$ cat src/rcam_pkg.sv
// Shared constants and types for the rounded-corner alpha mask block.
`default_nettype none
package rcam_pkg;
    localparam int MaxRadius = 64;
    localparam int MaxWidth  = 2048;
    localparam int AddrW     = 12;

    localparam logic [0:0] FUNC_RENDER = 1'b0;
    localparam logic [0:0] FUNC_READ   = 1'b1;

    localparam logic [0:0] CFG_WIDTH  = 1'b0;
    localparam logic [0:0] CFG_RADIUS = 1'b1;

    typedef struct packed {
        logic             we;
        logic [AddrW-1:0] waddr;
        logic [7:0]       wdata;
    } wr_req_t;
endpackage
`default_nettype wire

$ cat src/rcam_sqrt.sv
// Bit-serial integer square root, one result bit per cycle.
`default_nettype none
module rcam_sqrt (
    input  wire logic        aclk,
    input  wire logic        aresetn,
    input  wire logic        start,
    input  wire logic [29:0] value,
    output logic             done,
    output logic [14:0]      root
);
    logic [29:0] v_reg, v_next;
    logic [30:0] res_reg, res_next;
    logic [30:0] bit_reg, bit_next;
    logic        busy_reg, busy_next;
    logic        done_reg, done_next;
    logic [31:0] trial;

    assign trial = {1'b0, bit_reg} + {1'b0, res_reg};
    assign done  = done_reg;
    assign root  = res_reg[14:0];

    always_comb begin
        v_next = v_reg;
        res_next = res_reg;
        bit_next = bit_reg;
        busy_next = busy_reg;
        done_next = 1'b0;
        if (start) begin
            v_next = value;
            res_next = '0;
            bit_next = 31'h4000_0000;
            busy_next = 1'b1;
        end else if (busy_reg) begin
            if (bit_reg == '0) begin
                busy_next = 1'b0;
                done_next = 1'b1;
            end else begin
                if ({2'b0, v_reg} >= trial) begin
                    v_next = 30'({2'b0, v_reg} - trial);
                    res_next = 31'(({1'b0, res_reg} + {bit_reg, 1'b0}) >> 1);
                end else begin
                    res_next = res_reg >> 1;
                end
                bit_next = bit_reg >> 2;
            end
        end
    end

    always_ff @(posedge aclk) begin
        if (!aresetn) begin
            busy_reg <= 1'b0;
            done_reg <= 1'b0;
        end else begin
            busy_reg <= busy_next;
            done_reg <= done_next;
        end
        v_reg <= v_next;
        res_reg <= res_next;
        bit_reg <= bit_next;
    end
endmodule
`default_nettype wire

$ cat src/rcam_render.sv
// Render sequencer: clears the store, two sector passes, square fill.
`default_nettype none
module rcam_render (
    input  wire logic        aclk,
    input  wire logic        aresetn,
    input  wire logic        start,
    input  wire logic [6:0]  radius,
    output logic             idle,
    output logic             done,
    output rcam_pkg::wr_req_t wr
);
    localparam logic [2:0] ST_IDLE  = 3'd0;
    localparam logic [2:0] ST_CLEAR = 3'd1;
    localparam logic [2:0] ST_ROOT  = 3'd2;
    localparam logic [2:0] ST_WAIT  = 3'd3;
    localparam logic [2:0] ST_FILL  = 3'd4;
    localparam logic [2:0] ST_SQ    = 3'd5;
    localparam logic [2:0] ST_DONE  = 3'd6;
    localparam logic [2:0] ST_INIT  = 3'd7;

    logic [2:0] st_reg, st_next;
    logic [6:0] r_reg, r_next, diag_reg, diag_next, lim_reg, lim_next;
    logic [6:0] i_reg, i_next, j_reg, j_next;
    logic       pass_reg, pass_next;   // 0 row-wise, 1 column-wise
    logic [6:0] c_reg, c_next;
    logic [7:0] frac_reg, frac_next;
    logic       sq_start, sq_done;
    logic [14:0] sq_root;
    logic [29:0] sq_val;
    logic [16:0] prod;
    logic [13:0] rsq, dsq;
    logic [30:0] recip;

    // floor(p/1000) is taken as (p*8389)>>23, which is exact for every
    // product radius*707 that can occur here.
    assign prod  = 17'(radius) * 17'd707;
    assign recip = 31'(prod) * 31'd8389;

    // (r*256)^2 - (d*256)^2 = (r^2 - d^2) << 16
    assign rsq = 14'(r_reg) * 14'(r_reg);
    assign dsq = 14'(i_reg) * 14'(i_reg);
    assign sq_val = {14'(rsq - dsq), 16'b0};
    assign sq_start = (st_reg == ST_ROOT);

    rcam_sqrt u_sqrt (
        .aclk(aclk), .aresetn(aresetn), .start(sq_start), .value(sq_val),
        .done(sq_done), .root(sq_root)
    );

    assign idle = (st_reg == ST_IDLE);
    assign done = (st_reg == ST_DONE);

    always_comb begin
        st_next = st_reg;
        r_next = r_reg;
        diag_next = diag_reg;
        lim_next = lim_reg;
        i_next = i_reg;
        j_next = j_reg;
        pass_next = pass_reg;
        c_next = c_reg;
        frac_next = frac_reg;
        wr.we = 1'b0;
        wr.waddr = '0;
        wr.wdata = '0;
        unique case (st_reg)
            ST_INIT: begin
                // After reset every entry of the store is cleared once.
                wr.we = 1'b1;
                wr.waddr = {i_reg[5:0], j_reg[5:0]};
                if (j_reg == 7'(rcam_pkg::MaxRadius - 1)) begin
                    j_next = '0;
                    if (i_reg == 7'(rcam_pkg::MaxRadius - 1)) begin
                        i_next = '0;
                        st_next = ST_IDLE;
                    end else begin
                        i_next = i_reg + 7'd1;
                    end
                end else begin
                    j_next = j_reg + 7'd1;
                end
            end
            ST_IDLE: begin
                if (start) begin
                    r_next = radius;
                    diag_next = 7'(recip[30:23] + 8'd1);
                    lim_next = (7'(recip[30:23] + 8'd1) < radius) ?
                               7'(recip[30:23] + 8'd1) : radius;
                    i_next = '0;
                    j_next = '0;
                    pass_next = 1'b0;
                    st_next = (radius == '0) ? ST_DONE : ST_CLEAR;
                end
            end
            ST_CLEAR: begin
                wr.we = 1'b1;
                wr.waddr = {i_reg[5:0], j_reg[5:0]};
                if (j_reg == r_reg - 7'd1) begin
                    j_next = '0;
                    if (i_reg == r_reg - 7'd1) begin
                        i_next = 7'd1;
                        st_next = (lim_reg > 7'd1) ? ST_ROOT : ST_SQ;
                        if (lim_reg <= 7'd1) begin
                            i_next = diag_reg;
                            j_next = diag_reg;
                            if (diag_reg >= r_reg) st_next = ST_DONE;
                        end
                    end else begin
                        i_next = i_reg + 7'd1;
                    end
                end else begin
                    j_next = j_reg + 7'd1;
                end
            end
            ST_ROOT: st_next = ST_WAIT;
            ST_WAIT: begin
                if (sq_done) begin
                    // c < r always, so it fits 7 bits
                    c_next = sq_root[14:8];
                    frac_next = 8'hff - sq_root[7:0];
                    j_next = sq_root[14:8];
                    st_next = ST_FILL;
                end
            end
            ST_FILL: begin
                if (j_reg < r_reg) begin
                    wr.we = 1'b1;
                    wr.wdata = (j_reg == c_reg) ? frac_reg : 8'hff;
                    wr.waddr = pass_reg ? {j_reg[5:0], i_reg[5:0]}
                                        : {i_reg[5:0], j_reg[5:0]};
                end
                if (j_reg + 7'd1 >= r_reg || j_reg >= r_reg) begin
                    if (i_reg + 7'd1 < lim_reg) begin
                        i_next = i_reg + 7'd1;
                        st_next = ST_ROOT;
                    end else if (!pass_reg) begin
                        pass_next = 1'b1;
                        i_next = 7'd1;
                        st_next = ST_ROOT;
                    end else begin
                        i_next = diag_reg;
                        j_next = diag_reg;
                        st_next = (diag_reg >= r_reg) ? ST_DONE : ST_SQ;
                    end
                end else begin
                    j_next = j_reg + 7'd1;
                end
            end
            ST_SQ: begin
                wr.we = 1'b1;
                wr.wdata = 8'hff;
                wr.waddr = {i_reg[5:0], j_reg[5:0]};
                if (j_reg == r_reg - 7'd1) begin
                    j_next = diag_reg;
                    if (i_reg == r_reg - 7'd1) st_next = ST_DONE;
                    else i_next = i_reg + 7'd1;
                end else begin
                    j_next = j_reg + 7'd1;
                end
            end
            ST_DONE: st_next = ST_IDLE;
            default: st_next = ST_IDLE;
        endcase
    end

    always_ff @(posedge aclk) begin
        if (!aresetn) begin
            st_reg <= ST_INIT;
            i_reg <= '0;
            j_reg <= '0;
        end else begin
            st_reg <= st_next;
            i_reg <= i_next;
            j_reg <= j_next;
        end
        r_reg <= r_next;
        diag_reg <= diag_next;
        lim_reg <= lim_next;
        pass_reg <= pass_next;
        c_reg <= c_next;
        frac_reg <= frac_next;
    end
endmodule
`default_nettype wire

$ cat config.mk
export PLATFORM = sky130hd
export DESIGN_NAME = rcam_render
export DESIGN_NICKNAME = d
export VERILOG_FILES = /design/src/rcam_pkg.sv /design/src/rcam_sqrt.sv /design/src/rcam_render.sv
export SDC_FILE = /design/constraint.sdc
export NUM_CORES = 1
export LEC_CHECK = 0
export BUFFER_PORTS_ARGS = -buffer_cell sky130_fd_sc_hd__clkbuf_2
export CORE_UTILIZATION = 52
export CTS_BUF_LIST = sky130_fd_sc_hd__clkbuf_4 sky130_fd_sc_hd__clkbuf_8 sky130_fd_sc_hd__clkbuf_16
export DETAILED_ROUTE_END_ITERATION = 12
export PLACE_DENSITY = 0.81
export SLEW_MARGIN = 20
export SYNTH_ARGS = -nofsm -noshare
export SYNTH_HDL_FRONTEND = slang
export SYNTH_SLANG_ARGS = --single-unit
$ cat constraint.sdc
create_clock -name aclk -period 9.8 [get_ports aclk]
set_input_delay 1.47 -clock aclk [delete_from_list [all_inputs] [get_ports aclk]]
set_output_delay 1.47 -clock aclk [all_outputs]
set_load 0.05 [all_outputs]
==> summary.md <==
| Metric | Value |
|---|---|
| Status | `finished, final reports clean` |
| CTS max path bufs | `2` |
| Area grow syn2layout | `15.2%` |
| GP Congestion | `0.934` |
| Crit path top cell by count | `ha_1` |
| Max Fclk | `102 MHz` |
| Final worst slack | `18.8 ps` |
| CP max stage delay | `540 ps` |
| First-pass GRT wire length | `71200 um` |
| CTS Root Cell | `clkbuf_16` |
| Drt wl/cell | `18.1 um` |
| Post-synth EDFFs | `51` |
| Max H-tree Level | `4` |
| Via count | `14800` |
| Post-synthesis mux area share | `0.952%` |
| Final hold slack | `456 ps` |
| MaxCap Viol Count | `0` |
| IO Count | `33` |
| Number of global-route vias before repair | `14900` |
| Yosys reg bits | `133` |
| Placed Area | `0.0178 mm2` |
| Count of pins over their slew limit | `0` |
| Clock Latency Late Sink | `430 ps` |
| HP Class | `reg2reg` |
| Area of the multi-input gates | `0.0132 mm2` |
| GRT overflow | `0` |
| Nature of the critical path startpoint | `input pin` |
| Area leader, netlist | `ha_1` |
| Synth top cells by count | `ha_1 (301), inv_1 (211), nand2_1 (182)` |
| Slew margin rel. | `38.2%` |
| Die ar. | `0.0328 mm2` |
| Tmin final | `9780 ps` |
| Nets | `2448` |
| Crit path required time | `9980 ps` |
| Async SR Flop Fraction | `0%` |
| Synthesized instance count | `1965` |
| Synth Net Count | `2366` |
| Initial drt markers | `1087` |
| Die height | `181 um` |
| Final Cycle Share | `99.8%` |
| Worst slack, placed | `-705 ps` |
| Clk sinks | `133` |
| Via-per-instance ratio | `6.00` |
| Critical Path AT | `9960 ps` |
| Clk pin slew, worst setup/hold paths | `60 ps` |
| Dpl hpwl | `32800 um` |
| Largest net degree at the start of global routing | `55` |
| Post-layout instance area | `0.0192 mm2` |
| Fillers | `2505` |
| Core ar. | `0.0316 mm2` |
| Most common cell in the netlist | `ha_1` |
| Total length of routed wires | `44500 um` |
| Yosys cell types | `72` |
| Setup tns final | `0 ps` |
| Antenna violations before repair | `1` |
| CTS buffer count | `17` |
| CTS tree | `built` |
| Worst-Margin Slew | `928 ps` |
| Setup violators final | `0` |
| Synth Cell Area | `0.0167 mm2` |
| Sequential area share after synthesis | `19.0%` |
| DRC | `0` |
| Sequential cell area | `0.00317 mm2` |
| Initial Utilization | `52.9%` |
| Critical Setup Path Class | `in2reg` |
| Layout cells sized above 1 | `13.8%` |
| CP endpoint kind | `flop` |
| CP max FO | `6` |
| Routed Antenna Nets | `0` |
| Synth Flop Type | `dfxtp_1` |
| First-pass detailed-route iteration total | `5` |
| Avg Synthesized Cell Area | `8.49 um2` |
| Area contributors post-synth | `ha_1 (23%), fa_1 (11%), dfxtp_1 (9.8%)` |
| Clock Skew | `14.3 ps` |
| PortBufs | `32` |
| Site row count | `65` |
| Synth Area in Compound Gates | `18.1%` |
| Cts hold-fix bufs | `0` |
| YS warnings | `0` |
| Synth top area share | `22.6%` |
| Simple-gate share of the synthesized area | `13.8%` |
| Post-Synth Adder-Cell Area | `33.4%` |
| Hold Vio Cnt, Final | `0` |
| Synth Area in XOR/XNOR | `8.07%` |
| Total GRT Usage | `26.5%` |
| Die width | `181 um` |
| Main combinational cell family by area after synthesis | `adder cells` |
| Slowest CP cell | `fa_1` |
| Max FFs per register | `31` |
[final timing paths]
kind / cells past startpoint / slack (ps) / to / startpoint
max: 35 / 20 / lim_reg[5] / radius[4]
min: 2 / 460 / u_sqrt.v_reg[12] / u_sqrt.v_reg[12]
max reg2reg: 21 / 3050 / u_sqrt.v_reg[29] / r_reg[0]
min reg2reg: 2 / 460 / u_sqrt.v_reg[12] / u_sqrt.v_reg[12]
[cells by family (layout without fill, tap and decap cells)]
| group | Yosys count | count (layout) |
|---|---|---|
| mux | 15 | 15 |
| flops | 133 | 133 |
| simple gates | 505 | 505 |
| xor+xnor | 153 | 153 |
| other cells | 1 | 2 |
| buf+inv | 290 | 385 |
| compound gates | 477 | 477 |
| fa+ha+maj | 391 | 391 |
[cell type report]
cell class,count,share of cell area (%)
sequential,133,16.5
timing repair buffer,140,5.14
multi-input combinational,1542,68.7
clock buffer,21,2.37
inverter,213,4.17
clock inverter,11,0.540
antenna,1,0.0130
tap,402,2.62
[per-stage QoR]
stage               cells  util (%)
floorplan            1965         -
global placement     2409      56.6
detailed placement   2409      56.6
CTS                  2450      58.8
global route         2462      60.9
finish               2463      61.0
[cell usage in the layout (no fill, tap or decap), drive strengths merged, types with 55 or more instances in the layout]
cell     n
ha     301
inv    215
nand2  182
a21oi  131
nor2   122
o21ai  118
buf    108
xnor2   98
fa      90
dfxtp   82
xor2    55
[metal layers]
metal  GRT usage, %  up-vias  share of wire, %
met4           11.0        0               4.1
met1           31.7     7099                40
met5              0        -                 0
li1               -     7037                 -
met3           2.96      134               5.2
met2           47.8      507                50
[worst max-delay path, delay by kind of cell]
kind,cells,cell delay (ps)
fa+ha+maj,11,3690
compound gates,9,2080
simple gates,5,920
xor+xnor,4,790
buf+inv,5,690
mux,1,310
[what timing repair did]
item	4_1_cts	5_1_grt
setup buffers	9	12
resized for setup	14	85
pin swaps	13	64
setup endpoints to repair	7	7
Power is left out: the tool's default activity adds up to more than one toggle a clock period on the data nets, which glitch-free logic cannot reach.
